==> src/sv/mjpv_pkg.sv <==
// ----------------------------------------------------------------------------
// mjpv_pkg: shared types and constants
// Register indexes, fixed-point constants and the multiplier command and response structs.
// ----------------------------------------------------------------------------
package mjpv_pkg;

	localparam logic [1:0] REG_GAIN_P     = 2'd0;
	localparam logic [1:0] REG_GAIN_I     = 2'd1;
	localparam logic [1:0] REG_GAIN_D     = 2'd2;
	localparam logic [1:0] REG_JUMP_LIMIT = 2'd3;

	localparam int MUL_W = 64;
	localparam logic signed [33:0] HALF_TURN = 34'sd11796480;
	localparam logic signed [33:0] FULL_TURN = 34'sd23592960;
	localparam logic signed [48:0] SUM_MAX   = 49'sh0_7FFF_FFFF_FFFF;
	localparam logic signed [48:0] SUM_MIN   = -49'sh0_8000_0000_0000;

	// Command to the shift-add multiplier.
	typedef struct packed {
		logic                start;
		logic [MUL_W-1:0]    mcand;
		logic [31:0]         mplier;
	} mul_cmd_t;

	typedef struct packed {
		logic                done;
		logic [MUL_W+31:0]   prod;
	} mul_rsp_t;

endpackage

==> src/sv/mjpv_mul.sv <==
// ----------------------------------------------------------------------------
// mjpv_mul: bit-serial unsigned multiplier
// Consumes one multiplier bit per cycle.
// ----------------------------------------------------------------------------
module mjpv_mul (
	input  logic              clk,
	input  logic              arst_n,
	input  mjpv_pkg::mul_cmd_t cmd,
	output mjpv_pkg::mul_rsp_t rsp
);
	localparam int W = mjpv_pkg::MUL_W;

	logic [W+31:0] acc_q;
	logic [W-1:0]  mcand_q;
	logic [31:0]   mplier_q;
	logic [5:0]    cnt_q;
	logic          busy_q;
	logic          done_q;

	always_ff @(posedge clk or negedge arst_n) begin
		if (!arst_n) begin
			busy_q <= 1'b0;
			done_q <= 1'b0;
			cnt_q  <= '0;
		end else begin
			done_q <= 1'b0;
			if (cmd.start) begin
				busy_q <= 1'b1;
				cnt_q  <= '0;
			end else if (busy_q) begin
				cnt_q <= cnt_q + 6'd1;
				if (cnt_q == 6'd31) begin
					busy_q <= 1'b0;
					done_q <= 1'b1;
				end
			end
		end
	end

	// Shift-add, LSB first: the accumulator shifts right as each bit retires.
	always_ff @(posedge clk) begin
		if (cmd.start) begin
			acc_q    <= '0;
			mcand_q  <= cmd.mcand;
			mplier_q <= cmd.mplier;
		end else if (busy_q) begin
			acc_q    <= ({1'b0, acc_q[W+31:32]} + (mplier_q[0] ? {1'b0, mcand_q} : '0))
				<< 31 | {32'd0, acc_q[31:1]} ;
			mplier_q <= mplier_q >> 1;
		end
	end

	assign rsp.done = done_q;
	assign rsp.prod = acc_q;
endmodule

==> src/sv/multichannel_joint_pid_velocity.sv <==
// ----------------------------------------------------------------------------
// multichannel_joint_pid_velocity: per-joint PID velocity controller
// Each input transfer passes through a prep state, three serial term products
// (P, I, D), a scale-start state, the serial scaling product and the output load.
// A new input is accepted only once the previous item has been loaded for output.
// A finished result waits in a holding register while the previous one is still
// on the output. Reset restores gains and clears seen, error history and sums at once.
// ----------------------------------------------------------------------------
module multichannel_joint_pid_velocity #(
	parameter int CHANNELS = 16
) (
	input  logic         clk,
	input  logic         arst_n,
	input  logic         s_tvalid,
	output logic         s_tready,
	// tdata: channel[3:0], target_pos[35:4], actual_pos[67:36],
	// counts_per_degree[99:68], vel_limit[130:100], zero fill to 136
	input  logic [135:0] s_tdata,
	output logic         m_tvalid,
	input  logic         m_tready,
	// tdata: channel_out[3:0], velocity_cmd[35:4], wrapped_error[60:36],
	// clamped[61], zero fill to 64
	output logic [63:0]  m_tdata,
	input  logic         cfg_valid,
	output logic         cfg_ready,
	input  logic [1:0]   cfg_index,
	input  logic [31:0]  cfg_data
);
	localparam int CW = (CHANNELS > 1) ? $clog2(CHANNELS) : 1;

	typedef enum logic [7:0] {
		ST_IDLE = 8'b00000001, ST_PREP = 8'b00000010, ST_MP = 8'b00000100,
		ST_MI = 8'b00001000, ST_MD = 8'b00010000, ST_SC = 8'b00100000,
		ST_MS = 8'b01000000, ST_OUT = 8'b10000000
	} state_t;

	state_t state_q;
	logic signed [23:0] gp_q, gi_q, gd_q;
	logic [30:0] jl_q;
	logic [CHANNELS-1:0] seen_q;
	logic [31:0] ptgt_q [CHANNELS];
	logic [31:0] pact_q [CHANNELS];
	logic signed [24:0] perr_q [CHANNELS];
	logic signed [47:0] esum_q [CHANNELS];

	logic [3:0] ch_q; logic [31:0] tgt_q, act_q, cpd_q; logic [30:0] lim_q;
	logic signed [24:0] err_q; logic signed [25:0] dlt_q; logic signed [47:0] sum_q;
	logic signed [55:0] pid_q;
	logic mneg_q;
	logic mv_q; logic [63:0] md_q; logic [63:0] res_q;

	mjpv_pkg::mul_cmd_t mcmd;
	mjpv_pkg::mul_rsp_t mrsp;
	mjpv_mul u_mul (.clk(clk), .arst_n(arst_n), .cmd(mcmd), .rsp(mrsp));

	assign cfg_ready = 1'b1;
	assign s_tready = (state_q == ST_IDLE);
	assign m_tvalid = mv_q;
	assign m_tdata = md_q;

	logic [CW-1:0] ci;
	assign ci = CW'(ch_q);

	// Jump filter and error wrap are computed in the prep cycle.
	logic signed [32:0] dt, da;
	logic [31:0] ft, fa;
	logic signed [33:0] e0, e1;
	logic signed [24:0] es;
	logic signed [48:0] sn;
	always_comb begin
		logic [31:0] pt, pa;
		pt = seen_q[ci] ? ptgt_q[ci] : tgt_q;
		pa = seen_q[ci] ? pact_q[ci] : act_q;
		dt = $signed({tgt_q[31], tgt_q}) - $signed({pt[31], pt});
		da = $signed({act_q[31], act_q}) - $signed({pa[31], pa});
		ft = ((dt < 0 ? -dt : dt) > $signed({2'b0, jl_q})) ? pt : tgt_q;
		fa = ((da < 0 ? -da : da) > $signed({2'b0, jl_q})) ? pa : act_q;
		e0 = $signed({{2{ft[31]}}, ft}) - $signed({{2{fa[31]}}, fa});
		if (e0 > mjpv_pkg::HALF_TURN) e1 = e0 - mjpv_pkg::FULL_TURN;
		else if (e0 < -mjpv_pkg::HALF_TURN) e1 = e0 + mjpv_pkg::FULL_TURN;
		else e1 = e0;
		if (e1 > mjpv_pkg::HALF_TURN) es = 25'(mjpv_pkg::HALF_TURN);
		else if (e1 < -mjpv_pkg::HALF_TURN) es = 25'(-mjpv_pkg::HALF_TURN);
		else es = e1[24:0];
		sn = 49'(esum_q[ci]) + 49'(es);
	end

	// Signed operands go to the unsigned multiplier as magnitudes.
	logic signed [63:0] opa; logic signed [23:0] opg;
	always_comb begin
		case (state_q)
			ST_PREP: begin opa = 64'(es);    opg = gp_q; end
			ST_MP:   begin opa = 64'(sum_q); opg = gi_q; end
			default: begin opa = 64'(dlt_q); opg = gd_q; end
		endcase
	end

	// The scaling product is started from ST_SC, the state after the last term is summed.
	logic [63:0] pmag;
	assign pmag = pid_q[55] ? 64'(-pid_q) : 64'(pid_q);
	logic go;
	assign go = (state_q == ST_PREP) || (state_q == ST_MP && mrsp.done)
		|| (state_q == ST_MI && mrsp.done) || (state_q == ST_SC);
	always_comb begin
		mcmd.start = go;
		if (state_q == ST_SC) begin
			mcmd.mcand = pmag; mcmd.mplier = cpd_q;
		end else begin
			mcmd.mcand = opa[63] ? -opa : opa;
			mcmd.mplier = 32'(opg[23] ? -opg : opg);
		end
	end

	// Signed, floored Q16.16 term from the magnitude product.
	logic signed [63:0] term;
	always_comb begin
		logic [63:0] q;
		q = mrsp.prod[79:16];
		if (mneg_q) term = (mrsp.prod[15:0] != 0) ? -$signed(q) - 64'sd1 : -$signed(q);
		else term = $signed(q);
	end

	logic [63:0] ip; logic clp;
	always_comb begin
		ip = mrsp.prod[95:32];
		clp = (ip > 64'(lim_q)) || (ip == 64'(lim_q) && mrsp.prod[31:0] != 0);
	end

	always_ff @(posedge clk or negedge arst_n) begin
		if (!arst_n) begin
			state_q <= ST_IDLE; mv_q <= 1'b0; seen_q <= '0;
			gp_q <= 24'sd65536; gi_q <= '0; gd_q <= '0; jl_q <= 31'd1310720;
			for (int c = 0; c < CHANNELS; c++) begin
				perr_q[c] <= '0; esum_q[c] <= '0;
			end
		end else begin
			if (cfg_valid) begin
				case (cfg_index)
					mjpv_pkg::REG_GAIN_P: gp_q <= cfg_data[23:0];
					mjpv_pkg::REG_GAIN_I: gi_q <= cfg_data[23:0];
					mjpv_pkg::REG_GAIN_D: gd_q <= cfg_data[23:0];
					mjpv_pkg::REG_JUMP_LIMIT: jl_q <= cfg_data[30:0];
					default: ;
				endcase
			end
			if (mv_q && m_tready) mv_q <= 1'b0;
			case (state_q)
				ST_IDLE: if (s_tvalid && s_tready) begin
					if (32'(s_tdata[3:0]) < CHANNELS) state_q <= ST_PREP;
					else begin
						res_q <= {60'd0, s_tdata[3:0]};
						state_q <= ST_OUT;
					end
				end
				ST_PREP: begin
					seen_q[ci] <= 1'b1;
					ptgt_q[ci] <= ft; pact_q[ci] <= fa;
					perr_q[ci] <= es;
					esum_q[ci] <= (sn > mjpv_pkg::SUM_MAX) ? 48'(mjpv_pkg::SUM_MAX) :
						(sn < mjpv_pkg::SUM_MIN) ? 48'(mjpv_pkg::SUM_MIN) : sn[47:0];
					state_q <= ST_MP;
				end
				ST_MP: if (mrsp.done) begin pid_q <= 56'(term); state_q <= ST_MI; end
				ST_MI: if (mrsp.done) begin pid_q <= pid_q + 56'(term); state_q <= ST_MD; end
				ST_MD: if (mrsp.done) begin pid_q <= pid_q + 56'(term); state_q <= ST_SC; end
				ST_SC: state_q <= ST_MS;
				ST_MS: if (mrsp.done) begin
					res_q <= {2'd0, clp, err_q,
						32'(pid_q[55] ? -(clp ? 64'(lim_q) : ip) : (clp ? 64'(lim_q) : ip)),
						ch_q};
					state_q <= ST_OUT;
				end
				ST_OUT: if (!mv_q) begin
					mv_q <= 1'b1; md_q <= res_q; state_q <= ST_IDLE;
				end
				default: state_q <= ST_IDLE;
			endcase
		end
	end

	// Item capture and per-item working registers.
	always_ff @(posedge clk) begin
		if (state_q == ST_IDLE && s_tvalid && s_tready) begin
			ch_q <= s_tdata[3:0]; tgt_q <= s_tdata[35:4]; act_q <= s_tdata[67:36];
			cpd_q <= s_tdata[99:68]; lim_q <= s_tdata[130:100];
		end
		if (state_q == ST_PREP) begin
			err_q <= es;
			dlt_q <= 26'(es) - 26'(perr_q[ci]);
			sum_q <= (sn > mjpv_pkg::SUM_MAX) ? 48'(mjpv_pkg::SUM_MAX) :
				(sn < mjpv_pkg::SUM_MIN) ? 48'(mjpv_pkg::SUM_MIN) : sn[47:0];
		end
		if (go) mneg_q <= (state_q == ST_SC) ? 1'b0 : (opa[63] ^ opg[23]);
	end

	a_busy_blocks_input: assert property (@(posedge clk) disable iff (!arst_n)
		(state_q != ST_IDLE) |-> !s_tready) else $error("input taken while busy");
	a_out_holds: assert property (@(posedge clk) disable iff (!arst_n)
		(m_tvalid && !m_tready) |=> $stable(m_tdata)) else $error("result changed");
	a_seen_after_prep: assert property (@(posedge clk) disable iff (!arst_n)
		(state_q == ST_PREP) |=> seen_q[$past(ci)]) else $error("seen not set");
endmodule
==> config.mk <==
export PLATFORM = sky130hd
export DESIGN_NAME = multichannel_joint_pid_velocity
export DESIGN_NICKNAME = d
export VERILOG_FILES = /design/src/sv/mjpv_pkg.sv /design/src/sv/mjpv_mul.sv /design/src/sv/multichannel_joint_pid_velocity.sv
export SDC_FILE = /design/constraint.sdc
export NUM_CORES = 2
export LEC_CHECK = 0
export BUFFER_PORTS_ARGS = -buffer_cell sky130_fd_sc_hd__buf_2
export CAP_MARGIN = 20
export CORE_UTILIZATION = 50
export CTS_CLUSTER_SIZE = 25
export DETAILED_ROUTE_END_ITERATION = 7
export PLACE_DENSITY = 0.78
export SLEW_MARGIN = 20
export SYNTH_ARGS = -nofsm -noshare
export SYNTH_HDL_FRONTEND = slang
export SYNTH_SLANG_ARGS = --single-unit
==> constraint.sdc <==
create_clock -name clk -period 57.7 [get_ports clk]
set_input_delay 8.655 -clock clk [delete_from_list [all_inputs] [get_ports clk]]
set_output_delay 8.655 -clock clk [all_outputs]
set_load 0.05 [all_outputs]
### Word level (Yosys, flattened, before mapping)

Memory sizes are Yosys's and may differ from the RTL's. A register that Yosys moved wholly into a read port is not among the register bits.
Cells that the tools add are included.

* add/subtract/negate cells: 18
* multipliers: 0
* div/mod/pow operators: 0
* order comparisons: 15
* equal/unequal tests: 20
* shifts and indexed selects: 0
* muxes and demuxes: 66
* bitwise operators: 5
* reductions and logical operators: 27

Operators by type and width (count)
* bitwise mux 768 bit: 1
* bitwise mux 400 bit: 1
* 2-to-1 mux 32 bit: 9
* 2-to-1 mux 48 bit: 5
* 2-to-1 mux 56 bit: 4
* binary-select mux 48 bit (select 4 bit): 1
* demux 48 bit (select 4 bit): 1
* 2-to-1 mux 64 bit: 3
* one-hot mux 64 bit (2 select lines): 1
* 2-to-1 mux 25 bit: 5
* one-hot mux 56 bit (2 select lines): 1
* binary-select mux 25 bit (select 4 bit): 1
* demux 25 bit (select 4 bit): 1
* subtractor 32 x 32 -> 33 bit: 3
* 2-to-1 mux 96 bit: 1
* bitwise OR 96 x 31 -> 96 bit: 1
* 2-to-1 mux 34 bit: 2
* greater-than comparator 33 x 32 -> 1 bit: 2
* less-than comparator 33 x 1 -> 1 bit (second input constant): 2
* 2-to-1 mux 33 bit: 2
* negation 33 bit: 2
* adder 64 x 64 -> 65 bit: 1
* == test 64 x 31 -> 1 bit: 1
* greater-than comparator 64 x 31 -> 1 bit: 1
* 58 further kinds: 99

* register bits: 1907
* bits in latches: 0
* memory bits (writable): 1024
* bits in read-only memories: 0
* bits of input ports: 175
* word-level logic and storage cells: 210
* memories kept: 2

Memories
* pact_q: depth 16, bits a word 32, read ports 1, clocked after memory_dff 1, wr ports 1, RTL line multichannel_joint_pid_velocity.sv:42 `logic [31:0] pact_q [CHANNELS];`
* ptgt_q: depth 16, bits a word 32, read ports 1, clocked after memory_dff 1, wr ports 1, RTL line multichannel_joint_pid_velocity.sv:41 `logic [31:0] ptgt_q [CHANNELS];`

### Logic depth before layout (Yosys ltp)

* depth after elaboration: 20
* depth in mapped cells: 101

### Modules after synthesis

Synthesis repeated with hierarchy kept, for this count alone.

* cell total of the unflattened synthesis: 12105
* area total of the unflattened synthesis: 145159.2 um^2

Modules (own cells, without submodules)
* multichannel_joint_pid_velocity: instances 1, cells each 10986, area an instance 134032.3 um^2
* mjpv_mul: instances 1, cells each 1119, area an instance 11126.9 um^2

### Least setup slack after synthesis

No wires, ideal clock.

* kind: reg-to-reg
* start point: register ch_q[0]
* end point: register sum_q[45], data pin
* data arrival time: 19.457 ns
* required time: 57.426 ns
* slack: 37.968 ns
* stages on the path, launching flop included: 91
* buffers on the path: 10
* path through: edfxtp_1 clkbuf_1 clkbuf_1 mux4_2 mux4_2 clkbuf_1 mux2_2 inv_1 ha_1 nor2b_1 o21ai_0 a21boi_0 o21ai_0 a21boi_0 o21ai_0 a21boi_0 o21ai_0 a21oi_1 [55 not listed] a21oi_1 o21bai_1 a21oi_1 o21bai_1 a21oi_1 o21bai_1 a21oi_1 nor2_1 a21o_1 a31oi_1 nor3b_1 a21oi_4 a221o_1 a21oi_1 o31ai_1 xnor2_1 clkbuf_1 o21ai_0

* cells in the longest elaborated chain, start to end: 19
* elaborated cells on any way between the ends: 36

Ends and longest elaborated chain
* start: declaration: RTL line multichannel_joint_pid_velocity.sv:46 `logic [3:0] ch_q; logic [31:0] tgt_q, act_q, cpd_q; logic [30:0] lim_q;`
* start signal: assignment: RTL line multichannel_joint_pid_velocity.sv:184 `ch_q <= s_tdata[3:0]; tgt_q <= s_tdata[35:4]; act_q <= s_tdata[67:36];`
* binary-select mux 1 bit (select 4 bit) *: RTL line multichannel_joint_pid_velocity.sv:73 `pa = seen_q[ci] ? pact_q[ci] : act_q;`
* 2-to-1 mux 1 bit (implied by the code) *: RTL line multichannel_joint_pid_velocity.sv:73
* 2-to-1 mux 32 bit *: RTL line multichannel_joint_pid_velocity.sv:73
* subtractor 32 x 32 -> 33 bit: RTL line multichannel_joint_pid_velocity.sv:75 `da = $signed({act_q[31], act_q}) - $signed({pa[31], pa});`
* negation 33 bit or less-than comparator 33 x 1 -> 1 bit (tied branches): RTL line multichannel_joint_pid_velocity.sv:77 `fa = ((da < 0 ? -da : da) > $signed({2'b0, jl_q})) ? pa : act_q;`
* 2-to-1 mux 33 bit: RTL line multichannel_joint_pid_velocity.sv:77
* greater-than comparator 33 x 32 -> 1 bit: RTL line multichannel_joint_pid_velocity.sv:77
* 2-to-1 mux 32 bit *: RTL line multichannel_joint_pid_velocity.sv:77
* named net fa[1]: RTL line multichannel_joint_pid_velocity.sv:66 `logic [31:0] ft, fa;`
* [4 not listed]
* less-than comparator 34 x 25 -> 1 bit: RTL line multichannel_joint_pid_velocity.sv:83 `else if (e1 < -mjpv_pkg::HALF_TURN) es = 25'(-mjpv_pkg::HALF_TURN);`
* 2-to-1 mux 25 bit: RTL line multichannel_joint_pid_velocity.sv:83
* 2-to-1 mux 25 bit *: RTL line multichannel_joint_pid_velocity.sv:82 `if (e1 > mjpv_pkg::HALF_TURN) es = 25'(mjpv_pkg::HALF_TURN);`
* named net es[1]: RTL line multichannel_joint_pid_velocity.sv:68 `logic signed [24:0] es;`
* adder 48 x 25 -> 49 bit *: RTL line multichannel_joint_pid_velocity.sv:85 `sn = 49'(esum_q[ci]) + 49'(es);`
* less-than comparator 49 x 48 -> 1 bit: RTL line multichannel_joint_pid_velocity.sv:191 `(sn < mjpv_pkg::SUM_MIN) ? 48'(mjpv_pkg::SUM_MIN) : sn[47:0];`
* 2-to-1 mux 48 bit: RTL line multichannel_joint_pid_velocity.sv:191
* 2-to-1 mux 48 bit *
* end signal: assignment: RTL line multichannel_joint_pid_velocity.sv:190 `sum_q <= (sn > mjpv_pkg::SUM_MAX) ? 48'(mjpv_pkg::SUM_MAX) :`
* end: declaration: RTL line multichannel_joint_pid_velocity.sv:47 `logic signed [24:0] err_q; logic signed [25:0] dlt_q; logic signed [47:0] sum_q;`

Mark *: on every way through the listed nets, which the timed path passes. The rest lies on a longest branch. The select of a mux whose other input is x is not followed.
A chain may end at the register's enable or synchronous reset.

### Worst setup path in the final report

* start point: register ch_q[1]
* end point: register sum_q[13], data pin

The elaborated chain is that of the path after synthesis.

==> results.cfg <==
[outcome]
status = finished clean

[grt]
grt_pass1_vias = 100800
grt_usage = 0.2842
antenna_found_initial = 34
grt_pass1_wl_um = 630500
grt_max_degree = 98
gr-total-overflow = 0

[synth]
yosysSeqAreaShare = 0.5552
synth-xor-area-share = 0.03167
synth-async-reset-ratio = 0.4443
yosys.area.top_type_share = 0.3166
synth.avg_cell_area_um2 = 11.99
syn-instance-count = 12110
synth_top_family_by_area = multiplexers
synth_edf_count = 1531
synth_mux_area_frac = 0.1337
yosys-top-cells-area = edfxtp_1, dfrtp_1, mux4_2
synth_cell_types = 114
yosysTopAreaCell = edfxtp_1
yosysWarnings = 0
syn_area_um2 = 145200
post_synth_fa_ha_maj_area_fraction = 0.03473
ys.flop_type = edfxtp_1
ys_ff_latch = 2935
synth-compound-area-share = 0.1150
synth-simple-area-share = 0.09994

[detailed_routing]
num_vias = 104100
wirelength_um = 423200
drc_errors = 0
firstDrtPassIters = 7
wl_met2_um = 188700
highest_layer = met5
met1_length_um = 161400
drtAntennaViolNets = 0
route.met3.wl_um = 50340
vias_per_cell = 6.447
wl_per_cell_um = 26.20
drt_iter0_markers = 13490

[worst_hold_path]
hold_start = res_q[51]
min_to = m_tdata[51]
worstHoldPathType = reg2reg
hold_depth = 0

[final_layout]
multiInputGateArea_um2 = 60760
fin_nets = 12680
final_common_cell = nand2_1
mostFrequentLayoutCells = nand2_1, edfxtp_1, dfrtp_1, o21ai_0, mux4_2
fill_cells = 22790
area_growth_pct = 10.47
register_area_um2 = 80630
drive_above_1_share = 0.1585

[clocking]
cts_hold_buf = 0
clockRootBuffer = clkbuf_16
clock_path_buffers = 4
cts_setup_buffers = 0
path_clk_slew_ns = 0.06
h-tree-depth = 5
cts_made_buffers = 308
cts_tree = built
clock_latency_ns = 0.94
cts-resized-gates = 0
cts_sinks = 2935

[place]
io_buffer_count = 232
hpwl_um = 264500
dpl_worst_slack_ns = 31.40
gp_congestion = 0.9653

[sta]
setup_slack_ns = 30.47
final_max_slew_viol_count = 0
grt_setup_unrepaired = false
holdWs_ns = 0.3746
period_needed_ns = 27.23
slew_headroom = 0.1741
tightest_slew_ns = 1.227
finalHoldViolations = 0
fin_crit_sh = 0.4720
setup_tns_ns = 0
fmax_mhz = 36.72
finClkSkew_ns = 0.1183
setup_viol = 0

[worst_setup_path]
crit_type = reg2reg
crit_path_start_kind = register
timing.rr.end = sum_q[13]
worst-path-max-fanout = 60
slowest_delay_ns = 0.99
cp.arrival_ns = 27.78
crit_required_ns = 58.24
r2r_slack_ns = 30.47
worst_setup_path_end_kind = register
critPathTopFamily = compound AO/OA/AOI/OAI gates
r2r-start = ch_q[1]
path_buf_inv = 7
slowest_stage = nor4_1
r2r_cells = 86

[floorplanning]
dieArea_um2 = 292600
io_pins = 242
placeableCoreArea_um2 = 288400
start_util = 0.5035
die_height_um = 540.9
rows = 197
die_width_um = 540.9

[run]
maxCapViolCount = 0
area by class of cell:
class / instances / area share
multi-input cells: 8084 / 0.3788
clock inverters: 130 / 0.008472
diodes: 17 / 0.0002652
inverters: 327 / 0.007715
clock buffers: 428 / 0.05436
well taps: 3781 / 0.02949
repair buffers: 453 / 0.01820
flip-flops and latches: 2935 / 0.5027
worst register-to-register path: cells and delay by family (launching register included):
kind | cells | cell delay, ns
xor+xnor | 3 | 0.93
buf+inv | 7 | 3.61
flops | 1 | 0.35
fa+ha+maj | 5 | 1.65
simple gates | 17 | 6.36
compound gates | 51 | 11.91
mux | 3 | 2.09
cell families (layout without fill, tap and decap cells):
group                    after synthesis  in the layout
AO/OA/AOI/OAI                       2848           2848
XOR/XNOR                             525            525
adder cells (fa/ha/maj)              399            399
buffers and inverters               1103           1338
flip-flops                          2935           2935
multiplexers                        1054           1054
other                                  2             28
AND/OR/NAND/NOR                     3247           3247
through the flow:
step	instances	utilization	instance area, µm²
floorplan	12120	-	145200
global placement	15580	0.5208	150200
detailed placement	15580	0.5209	150200
CTS	16140	0.5559	160300
global route	16140	0.5561	160400
finish	16160	0.5562	160400
sequential cells by signal, indices dropped and copies added (netlist names), 25 cells and up, named ones only:
signal,flops
dlt_q,26
tgt_q,32
esum_q,768
m_tdata,62
pid_q,56
u_mul.acc_q,96
cpd_q,32
res_q,62
jl_q,31
perr_q,400
u_mul.mplier_q,32
lim_q,31
sum_q,48
pact_q,512
act_q,32
ptgt_q,512
u_mul.mcand_q,64
err_q,25
synth_stat cells (73+ instances only):
cell and number:
nand3_1 157, and2_1 97, dfxtp_1 100, nand2b_1 106, or3_1 83, mux4_2 690
edfxtp_1 1531, a21oi_1 499, nand2_1 1664, mux2i_1 191, buf_1 91, nand4_1 73
mux2_2 172, inv_1 324, nor3_1 165, a21o_1 135, a31oi_1 89, nor2_1 594
clkbuf_1 607, o21ai_1 302, xor2_1 193, o21ai_0 1207, dfrtp_1 1300, ha_1 391
xnor2_1 332
how the worst max path moves through the flow:
stage | start | endpoint | cells past startpoint
2_1_floorplan | ch_q[0] | sum_q[45] | 90
3_3_place_gp | ch_q[1] | sum_q[2] | 86
3_5_place_dp | ch_q[1] | sum_q[2] | 86
4_1_cts | ch_q[1] | sum_q[2] | 86
5_1_grt | ch_q[1] | sum_q[2] | 85
6_report | ch_q[1] | sum_q[13] | 86
per-layer routing:
layer  vias to the layer above  track usage
met3                      1345      0.07402
met1                     51750       0.3815
met5                         -            0
met2                      6289       0.4326
met4                        22       0.1330
li1                      44740            -
Power is left out: the tool's default activity adds up to more than one toggle a clock period on the data nets, which glitch-free logic cannot reach.
